==> src/sv/rlim_pkg.sv <==
// Shared types and constants for the multi-bucket token rate limiter.
// No dependencies; every other file imports this package.
package rlim_pkg;

  localparam int NUM_COND    = 8;
  localparam int NUM_SLOTS   = NUM_COND + 1;
  localparam int SLOT_W      = 4;
  localparam int MASK_W      = 8;
  localparam int SEL_W       = 3;
  localparam int TIME_W      = 32;
  localparam int TOKEN_W     = 16;
  localparam int CFG_IDX_W   = 3;
  localparam int CFG_DATA_W  = 32;
  localparam int QUEUE_DEPTH = 2;

  // Bucket slots: conditions first, then the global bucket; free pass has no slot
  localparam logic [SLOT_W-1:0] SLOT_GLOBAL = SLOT_W'(NUM_COND);
  localparam logic [SLOT_W-1:0] SLOT_FREE   = SLOT_W'(NUM_COND + 1);

  localparam logic CMD_REQUEST = 1'b0;
  localparam logic CMD_TICK    = 1'b1;

  localparam logic [CFG_IDX_W-1:0] REG_GLOBAL_ENABLE   = 3'd0;
  localparam logic [CFG_IDX_W-1:0] REG_GLOBAL_MAX      = 3'd1;
  localparam logic [CFG_IDX_W-1:0] REG_GLOBAL_FILL     = 3'd2;
  localparam logic [CFG_IDX_W-1:0] REG_GLOBAL_INTERVAL = 3'd3;
  localparam logic [CFG_IDX_W-1:0] REG_COND_SELECT     = 3'd4;
  localparam logic [CFG_IDX_W-1:0] REG_COND_MAX        = 3'd5;
  localparam logic [CFG_IDX_W-1:0] REG_COND_FILL       = 3'd6;
  localparam logic [CFG_IDX_W-1:0] REG_COND_INTERVAL   = 3'd7;

  typedef struct packed {
    logic                  we;
    logic [CFG_IDX_W-1:0]  index;
    logic [CFG_DATA_W-1:0] data;
  } cfg_wr_t;

  // Classified operation handed from the front to the back
  typedef struct packed {
    logic              tick;
    logic              glb_en;
    logic [SLOT_W-1:0] slot;
    logic [TIME_W-1:0] now_ms;
  } op_t;

endpackage

==> src/sv/rlim_if.sv <==
// Valid/ready channel interfaces for requests in and decisions out.
// Depends on rlim_pkg for field widths.
interface rlim_in_if import rlim_pkg::*; ();
  logic              valid;
  logic              ready;
  logic              command;
  logic [MASK_W-1:0] match_mask;
  logic [TIME_W-1:0] now_ms;

  modport source(output valid, command, match_mask, now_ms, input ready);
  modport sink(input valid, command, match_mask, now_ms, output ready);
endinterface

interface rlim_out_if import rlim_pkg::*; ();
  logic              valid;
  logic              ready;
  logic              allowed;
  logic [SLOT_W-1:0] decided_by;

  modport source(output valid, allowed, decided_by, input ready);
  modport sink(input valid, allowed, decided_by, output ready);
endinterface

==> src/sv/rlim_front.sv <==
// Front end: accepts requests and ticks and resolves which bucket decides.
// Depends on rlim_pkg and rlim_in_if; holds the global enable register.
module rlim_front import rlim_pkg::*; (
  input  logic    clk,
  input  logic    rst,
  input  cfg_wr_t cfg,
  rlim_in_if.sink items,
  output op_t     op,
  output logic    op_valid,
  input  logic    op_ready
);

  localparam int SCAN = (NUM_COND < MASK_W) ? NUM_COND : MASK_W;

  logic              global_enable;
  logic              hit;
  logic [SLOT_W-1:0] slot;

  always_ff @(posedge clk) begin
    if (rst) begin
      global_enable <= 1'b0;
    end else if (cfg.we && cfg.index == REG_GLOBAL_ENABLE) begin
      global_enable <= cfg.data[0];
    end
  end

  // Lowest matching condition wins; otherwise fall back to global or free pass
  always_comb begin
    hit  = 1'b0;
    slot = SLOT_FREE;
    for (int i = SCAN - 1; i >= 0; i--) begin
      if (items.match_mask[i]) begin
        hit  = 1'b1;
        slot = SLOT_W'(i);
      end
    end
    if (!hit) begin
      slot = global_enable ? SLOT_GLOBAL : SLOT_FREE;
    end
  end

  assign op.tick     = (items.command == CMD_TICK);
  assign op.glb_en   = global_enable;
  assign op.slot     = slot;
  assign op.now_ms   = items.now_ms;
  assign op_valid    = items.valid;
  assign items.ready = op_ready;

endmodule

==> src/sv/rlim_queue.sv <==
// Short FIFO of classified operations between front and back.
// Depends on rlim_pkg for op_t and the queue depth.
module rlim_queue import rlim_pkg::*; (
  input  logic clk,
  input  logic rst,
  input  op_t  push_data,
  input  logic push_valid,
  output logic push_ready,
  output op_t  pop_data,
  output logic pop_valid,
  input  logic pop_ready
);

  localparam int PTR_W = (QUEUE_DEPTH > 1) ? $clog2(QUEUE_DEPTH) : 1;
  localparam int CNT_W = $clog2(QUEUE_DEPTH + 1);

  op_t              mem [QUEUE_DEPTH];
  logic [PTR_W-1:0] wr_ptr;
  logic [PTR_W-1:0] rd_ptr;
  logic [CNT_W-1:0] count;
  logic             push;
  logic             pop;

  assign push_ready = (count != CNT_W'(QUEUE_DEPTH));
  assign pop_valid  = (count != '0);
  assign pop_data   = mem[rd_ptr];
  assign push       = push_valid && push_ready;
  assign pop        = pop_valid && pop_ready;

  always_ff @(posedge clk) begin
    if (push) begin
      mem[wr_ptr] <= push_data;
    end
  end

  always_ff @(posedge clk) begin
    if (rst) begin
      wr_ptr <= '0;
      rd_ptr <= '0;
      count  <= '0;
    end else begin
      if (push) begin
        wr_ptr <= (wr_ptr == PTR_W'(QUEUE_DEPTH - 1)) ? '0 : wr_ptr + 1'b1;
      end
      if (pop) begin
        rd_ptr <= (rd_ptr == PTR_W'(QUEUE_DEPTH - 1)) ? '0 : rd_ptr + 1'b1;
      end
      if (push && !pop) begin
        count <= count + 1'b1;
      end else if (pop && !push) begin
        count <= count - 1'b1;
      end
    end
  end

endmodule

==> src/sv/rlim_back.sv <==
// Back end: bucket state, token spending, tick walk and the result register.
// Depends on rlim_pkg and rlim_out_if; owns all per-bucket configuration.
module rlim_back import rlim_pkg::*; (
  input  logic       clk,
  input  logic       rst,
  input  cfg_wr_t    cfg,
  input  op_t        op,
  input  logic       op_valid,
  output logic       op_ready,
  rlim_out_if.source results
);

  localparam logic ST_IDLE = 1'b0;
  localparam logic ST_WALK = 1'b1;

  logic               st;
  logic [SEL_W-1:0]   cond_select;
  logic [TOKEN_W-1:0] max_tok  [NUM_SLOTS];
  logic [TOKEN_W-1:0] fill_amt [NUM_SLOTS];
  logic [TIME_W-1:0]  intv     [NUM_SLOTS];
  logic [TOKEN_W-1:0] tok      [NUM_SLOTS];
  logic [TIME_W-1:0]  last     [NUM_SLOTS];

  logic [SLOT_W-1:0]  walk_idx;
  logic [SLOT_W-1:0]  walk_last;
  logic [TIME_W-1:0]  walk_now;

  logic               res_valid;
  logic               res_allowed;
  logic [SLOT_W-1:0]  res_dec;

  logic               out_free;
  logic               take;
  logic [SLOT_W-1:0]  rd_idx;
  logic [TOKEN_W-1:0] cur_tok;
  logic [TIME_W-1:0]  elapsed;
  logic               due;
  logic [TOKEN_W:0]   fill_sum;
  logic [TOKEN_W-1:0] fill_tok;
  logic               is_free;
  logic               sel_ok;
  logic [SLOT_W-1:0]  sel_idx;

  assign out_free = !res_valid || results.ready;
  assign op_ready = (st == ST_IDLE) && (op.tick || out_free);
  assign take     = op_valid && op_ready;
  assign is_free  = (op.slot >= SLOT_W'(NUM_SLOTS));

  // One bucket is read per cycle: the walk slot or the request's slot
  always_comb begin
    if (st == ST_WALK) begin
      rd_idx = walk_idx;
    end else if (is_free) begin
      rd_idx = SLOT_GLOBAL;
    end else begin
      rd_idx = op.slot;
    end
  end

  assign cur_tok  = tok[rd_idx];
  assign elapsed  = walk_now - last[rd_idx];
  assign due      = (elapsed >= intv[rd_idx]);
  assign fill_sum = {1'b0, cur_tok} + {1'b0, fill_amt[rd_idx]};
  assign fill_tok = (fill_sum > {1'b0, max_tok[rd_idx]}) ? max_tok[rd_idx]
                                                         : fill_sum[TOKEN_W-1:0];

  assign sel_ok  = (int'(cond_select) < NUM_COND);
  assign sel_idx = SLOT_W'(cond_select);

  always_ff @(posedge clk) begin
    if (rst) begin
      st          <= ST_IDLE;
      cond_select <= '0;
      walk_idx    <= '0;
      walk_last   <= '0;
      walk_now    <= '0;
      res_valid   <= 1'b0;
      res_allowed <= 1'b0;
      res_dec     <= '0;
      for (int i = 0; i < NUM_SLOTS; i++) begin
        max_tok[i]  <= '0;
        fill_amt[i] <= TOKEN_W'(1);
        intv[i]     <= TIME_W'(1000);
        tok[i]      <= '0;
        last[i]     <= '0;
      end
    end else begin
      if (take && !op.tick) begin
        res_valid <= 1'b1;
        res_dec   <= op.slot;
        if (is_free) begin
          res_allowed <= 1'b1;
        end else begin
          res_allowed <= (cur_tok != '0);
          if (cur_tok != '0) begin
            tok[rd_idx] <= cur_tok - 1'b1;
          end
        end
      end else if (res_valid && results.ready) begin
        res_valid <= 1'b0;
      end

      // Start a tick walk; skip the global bucket when it is disabled
      if (take && op.tick) begin
        st        <= ST_WALK;
        walk_idx  <= '0;
        walk_now  <= op.now_ms;
        walk_last <= op.glb_en ? SLOT_GLOBAL : SLOT_W'(NUM_COND - 1);
      end

      if (st == ST_WALK) begin
        if (due) begin
          tok[rd_idx]  <= fill_tok;
          last[rd_idx] <= walk_now;
        end
        if (walk_idx == walk_last) begin
          st <= ST_IDLE;
        end else begin
          walk_idx <= walk_idx + 1'b1;
        end
      end

      if (cfg.we) begin
        case (cfg.index)
          REG_GLOBAL_MAX: begin
            max_tok[SLOT_GLOBAL] <= cfg.data[TOKEN_W-1:0];
            tok[SLOT_GLOBAL]     <= cfg.data[TOKEN_W-1:0];
          end
          REG_GLOBAL_FILL:     fill_amt[SLOT_GLOBAL] <= cfg.data[TOKEN_W-1:0];
          REG_GLOBAL_INTERVAL: intv[SLOT_GLOBAL]     <= cfg.data[TIME_W-1:0];
          REG_COND_SELECT:     cond_select           <= cfg.data[SEL_W-1:0];
          REG_COND_MAX: begin
            if (sel_ok) begin
              max_tok[sel_idx] <= cfg.data[TOKEN_W-1:0];
              tok[sel_idx]     <= cfg.data[TOKEN_W-1:0];
            end
          end
          REG_COND_FILL: begin
            if (sel_ok) begin
              fill_amt[sel_idx] <= cfg.data[TOKEN_W-1:0];
            end
          end
          REG_COND_INTERVAL: begin
            if (sel_ok) begin
              intv[sel_idx] <= cfg.data[TIME_W-1:0];
            end
          end
          default: begin
          end
        endcase
      end
    end
  end

  assign results.valid      = res_valid;
  assign results.allowed    = res_allowed;
  assign results.decided_by = res_dec;

endmodule

==> src/sv/multi_bucket_token_rate_limiter.sv <==
// Request path: the queue registers an accepted request, then the back end registers its decision.
// Throughput: one request per cycle while no tick walk runs and the decision is not stalled; a tick
// walk visits each condition bucket, then the global bucket when enabled, one bucket per cycle.
// The 2-entry queue accepts up to two items while a tick walk is in progress.
// Reset (synchronous, active high) restores all buckets and registers at once.
module multi_bucket_token_rate_limiter import rlim_pkg::*; (
  input  logic                  clk,
  input  logic                  rst,
  input  logic                  cfg_we,
  input  logic [CFG_IDX_W-1:0]  cfg_index,
  input  logic [CFG_DATA_W-1:0] cfg_data,
  rlim_in_if.sink               items,
  rlim_out_if.source            results
);

  cfg_wr_t cfg;
  op_t     front_op;
  logic    front_valid;
  logic    front_ready;
  op_t     back_op;
  logic    back_valid;
  logic    back_ready;

  assign cfg.we    = cfg_we;
  assign cfg.index = cfg_index;
  assign cfg.data  = cfg_data;

  rlim_front u_front (
    .clk      (clk),
    .rst      (rst),
    .cfg      (cfg),
    .items    (items),
    .op       (front_op),
    .op_valid (front_valid),
    .op_ready (front_ready)
  );

  rlim_queue u_queue (
    .clk        (clk),
    .rst        (rst),
    .push_data  (front_op),
    .push_valid (front_valid),
    .push_ready (front_ready),
    .pop_data   (back_op),
    .pop_valid  (back_valid),
    .pop_ready  (back_ready)
  );

  rlim_back u_back (
    .clk      (clk),
    .rst      (rst),
    .cfg      (cfg),
    .op       (back_op),
    .op_valid (back_valid),
    .op_ready (back_ready),
    .results  (results)
  );

endmodule

==> src/flat_wrapper.sv <==
// flat-port wrapper written by rule: the top's interface ports become plain ports
module multi_bucket_token_rate_limiter_flat import rlim_pkg::*;
  (clk, rst, cfg_we, cfg_index, cfg_data, items_valid, items_command, items_match_mask, items_now_ms, items_ready, results_valid, results_allowed, results_decided_by, results_ready);
  rlim_in_if items_i ();
  rlim_out_if results_i ();
  input  logic clk;
  input  logic rst;
  input  logic cfg_we;
  input  logic [CFG_IDX_W-1:0] cfg_index;
  input  logic [CFG_DATA_W-1:0] cfg_data;
  input wire logic [$bits(items_i.valid)-1:0] items_valid;
  input wire logic [$bits(items_i.command)-1:0] items_command;
  input wire logic [$bits(items_i.match_mask)-1:0] items_match_mask;
  input wire logic [$bits(items_i.now_ms)-1:0] items_now_ms;
  output wire logic [$bits(items_i.ready)-1:0] items_ready;
  output wire logic [$bits(results_i.valid)-1:0] results_valid;
  output wire logic [$bits(results_i.allowed)-1:0] results_allowed;
  output wire logic [$bits(results_i.decided_by)-1:0] results_decided_by;
  input wire logic [$bits(results_i.ready)-1:0] results_ready;
  assign items_i.valid = items_valid;
  assign items_i.command = items_command;
  assign items_i.match_mask = items_match_mask;
  assign items_i.now_ms = items_now_ms;
  assign items_ready = items_i.ready;
  assign results_valid = results_i.valid;
  assign results_allowed = results_i.allowed;
  assign results_decided_by = results_i.decided_by;
  assign results_i.ready = results_ready;
  multi_bucket_token_rate_limiter u_core (.clk(clk), .rst(rst), .cfg_we(cfg_we), .cfg_index(cfg_index), .cfg_data(cfg_data), .items(items_i), .results(results_i));
endmodule
==> config.mk <==
export PLATFORM = sky130hd
export DESIGN_NAME = multi_bucket_token_rate_limiter_flat
export DESIGN_NICKNAME = d
export VERILOG_FILES = /design/src/sv/rlim_pkg.sv /design/src/sv/rlim_if.sv /design/src/sv/rlim_front.sv /design/src/sv/rlim_queue.sv /design/src/sv/rlim_back.sv /design/src/sv/multi_bucket_token_rate_limiter.sv /design/src/flat_wrapper.sv
export SDC_FILE = /design/constraint.sdc
export NUM_CORES = 2
export LEC_CHECK = 0
export BUFFER_PORTS_ARGS = -buffer_cell sky130_fd_sc_hd__buf_2
export CORE_MARGIN = 8
export CORE_UTILIZATION = 50
export DETAILED_ROUTE_END_ITERATION = 8
export GPL_TIMING_DRIVEN = 0
export PLACE_DENSITY = 0.65
export SLEW_MARGIN = 40
export SYNTH_ARGS = -nofsm -noshare
export SYNTH_HDL_FRONTEND = slang
export SYNTH_SLANG_ARGS = --single-unit
export TNS_END_PERCENT = 30
==> constraint.sdc <==
create_clock -name clk -period 12.7 [get_ports clk]
set_input_delay 2.54 -clock clk [delete_from_list [all_inputs] [get_ports clk]]
set_output_delay 2.54 -clock clk [all_outputs]
set_load 0.01 [all_outputs]
==> out/qor.txt <==
All-layer global routing usage = 30.3%
Comb pwr share = 45.6%
Placed instance area = 92300 sq um
Max Cap Viol = 0
Max FO, Critical Path = 37
Largest cells by area after synthesis = edfxtp_1, mux4_2, and2_1, nand2_1, mux2i_1
WP data arrival = 13060 ps
Hold WC Path Type = reg2reg
DRC viols = 0
TritonCTS clock tree = yes
1st-pass router iterations = 6
Status = complete, no violations
Post-synthesis sequential area ratio = 67.3%
Die area = 183000 sq um
Endpoints failing hold = 0
Int Power = 14500 uW
Period utilization = 98.7%
Post-route antenna net violation count = 0
Final worst slack = 161 ps
P&R area growth vs syn = 16.6%
Unique masters post-synth = 97
Io pins = 88
Net Sw Frac = 42.1%
Clock power share = 22.8%
Most used DFF post-synth = edfxtp_1
Number of synthesized flops with an enable pin = 1868
Synth Instances = 5738
Yosys top cell by area = edfxtp_1
Average cell area after synthesis = 14.8 sq um
DP Wirelength = 205000 microns
Initial antenna violation count = 27
Final Routed Wirelength = 285000 microns
Synth top area share = 66.0%
Placer Congestion = 0.984
Async SR Flop Fraction = 0%
Fmax = 79.8 MHz
Via count = 56298
Cell with the most instances after synthesis = edfxtp_1
CP Launch Type = flip-flop
CP dominant cell by count = buf_2
Cts bufs inserted = 197
Relative slew slack = 34.0%
Buffers on Ports = 86
Nets@finish = 6766
# clock sinks = 1922
Slowest CP cell = nor2_4
Setup TNS = 0 ps
Final Instance Area = 99000 sq um
Via/cell ratio = 6.27
Syn Std Cell Area = 84900 sq um
Count of final setup violators = 0
Root Buffer = clkbuf_16
Switch Pwr = 10500 uW
Critical path endpoint category = flip-flop
Most instantiated cells after synthesis = edfxtp_1, and2_1, nand2_1
Worst setup path class = reg2reg
Least-Margin Pin Slew = 991 ps
Starting density of the core = 50.2%
Total gr overflow = 0
Fin util = 58.6%
Die span in y = 428 microns
Max Slew Vio Count = 0
Largest net degree at the start of global routing = 33
Sequential power share = 31.5%
Clock buffer depth = 3
Clock Skew = 49.0 ps
Ys Warns = 0
Drt initial violations = 8568
Total power = 25100 uW
Final worst path period need = 12540 ps
H-tree depth = 4
Floorplan row count = 151
Worst vdd ir = 0.276 mV
Share of cells above drive strength 1 = 17.0%
Cts hold-fix bufs = 0
Filler cell count = 13176
CP peak stage delay = 500 ps
Die W = 428 microns
Core Footprint = 169000 sq um
Skew-Pair Late Insertion Delay = 870 ps
Clk slew on worst S/H paths = 60 ps
Pwr per Cell Area = 253 nW/um^2
Dpl ws = -4030 ps
#FFs+latches synth = 1922
Global-route wire length before repair = 399000 microns
Drt wl/cell = 31.8 microns
Vias in the first global route = 54191
P_leak = 0.0366 uW
Critical Path RT = 13230 ps
==> registers in the layout, summed over array words and instances (netlist names), 2 cells and up, named ones only <==
name and count:
u_core.u_back.cond_select 3, u_core.u_back.tok 256, u_core.u_back.results.decided_by 4, u_core.u_back.fill_amt 256, u_core.u_back.walk_last 2, u_core.u_back.walk_idx 4, u_core.u_back.intv 512, u_core.u_queue.mem 76
u_core.u_queue.count 2, u_core.u_back.walk_now 32, u_core.u_back.max_tok 256, u_core.u_back.last 512
==> stage by stage <==
step | instances | hold slack [ps]
2_1_floorplan | 6185 | 441
3_3_place_gp | 8489 | 453
3_5_place_dp | 8586 | 458
4_1_cts | 8959 | 468
5_1_grt | 8969 | 514
6_report | 8981 | 470
==> cell usage in the layout, fill, tap and decap left out, types with 23 or more instances in the layout <==
master,count
a21oi_1,157
clkbuf_16,202
nor2_1,378
ha_1,99
a221oi_1,71
nand2_1,491
clkbuf_2,83
clkinv_1,41
buf_4,48
xnor2_1,31
conb_1,448
and3_1,39
a211oi_1,58
nand4_1,33
mux4_2,302
buf_8,49
o21ai_0,55
nand3_1,199
a22o_1,68
mux2i_1,168
nor3_1,25
clkinv_2,29
dfxtp_1,54
nand2b_1,23
a21o_1,159
edfxtp_1,1868
and2_1,519
inv_1,33
or3_1,68
buf_1,26
buf_2,149
clkbuf_1,254
o21ai_4,26
o22ai_1,31
==> final timing paths <==
path / slack (ps) / depth (start not counted) / start / to
worst max-delay path: 160 / 37 / flip-flop / u_core.u_back.last[15][11]$_DFFE_PP_
worst min-delay path: 470 / 2 / u_core.u_back.walk_last[2]$_SDFFE_PP0P_ / u_core.u_back.walk_last[2]$_SDFFE_PP0P_
worst max register to register: 160 / 37 / flip-flop / u_core.u_back.last[15][11]$_DFFE_PP_
worst min register to register: 470 / 2 / u_core.u_back.walk_last[2]$_SDFFE_PP0P_ / u_core.u_back.walk_last[2]$_SDFFE_PP0P_
==> final cells by class <==
type                            instances  area, sq um  area share (%)
Clock inverter                         96          858           0.867
Inverter                               38          143           0.144
Timing Repair Buffer                  209         2210            2.24
Clock buffer                          267         5410            5.46
Buffer                                397         1840            1.86
Sequential cell                      1922        57200            57.7
Antenna cell                           15         37.5          0.0379
Tap cell                             2218         2780            2.80
Multi-Input combinational cell       3819        28600            28.9
==> per-layer routing <==
layer	routed length, microns	vias to the layer above	share of wire, %	track usage [%]
met1	111000	28566	39	42.2
met2	124000	3756	44	44.8
met4	13000	0	4.6	11.9
li1	-	23342	-	-
met5	0	-	0	0
met3	37500	634	13	9.23
==> power groups by stage <==
stage / clock network [uW] / registers, uW / logic, uW
finish: 5720 / 7900 / 11400
CTS: 5740 / 7890 / 11000
detailed placement: 0 / 8020 / 10900
global route: 5990 / 7920 / 12000
floorplan: 0 / 7860 / 6550
global placement: 0 / 8020 / 10200
==> worst max-delay path, delay by kind of cell, from the launching register on <==
kind / cells / cell delay (ps)
AO/OA/AOI/OAI: 13 / 3810
buffers and inverters: 12 / 4190
XOR/XNOR: 1 / 90
AND/OR/NAND/NOR: 8 / 2350
flip-flops: 1 / 470
adder cells (fa/ha/maj): 3 / 1090
==> cell families (layout without fill, tap and decap cells) <==
family                   after synthesis  count (layout)  share of synthesized area (%)
XOR/XNOR                              52              52                          0.536
AND/OR/NAND/NOR                     1912            1912                           11.3
flip-flops                          1922            1922                           67.3
adder cells (fa/ha/maj)              101             101                           1.51
buffers and inverters                444            1007                           2.19
multiplexers                         498             498                           10.4
other                                  1             463                        0.00442
AO/OA/AOI/OAI                        808             808                           6.76
==> timing repair <==
item                                    in CTS  in global routing
endpoints found under the setup margin    1312                728
resized for setup                           37                 14
pin swaps                                    8                  4
buffers inserted                            15                  8
No activity file was read; power rests on OpenSTA's default activity.
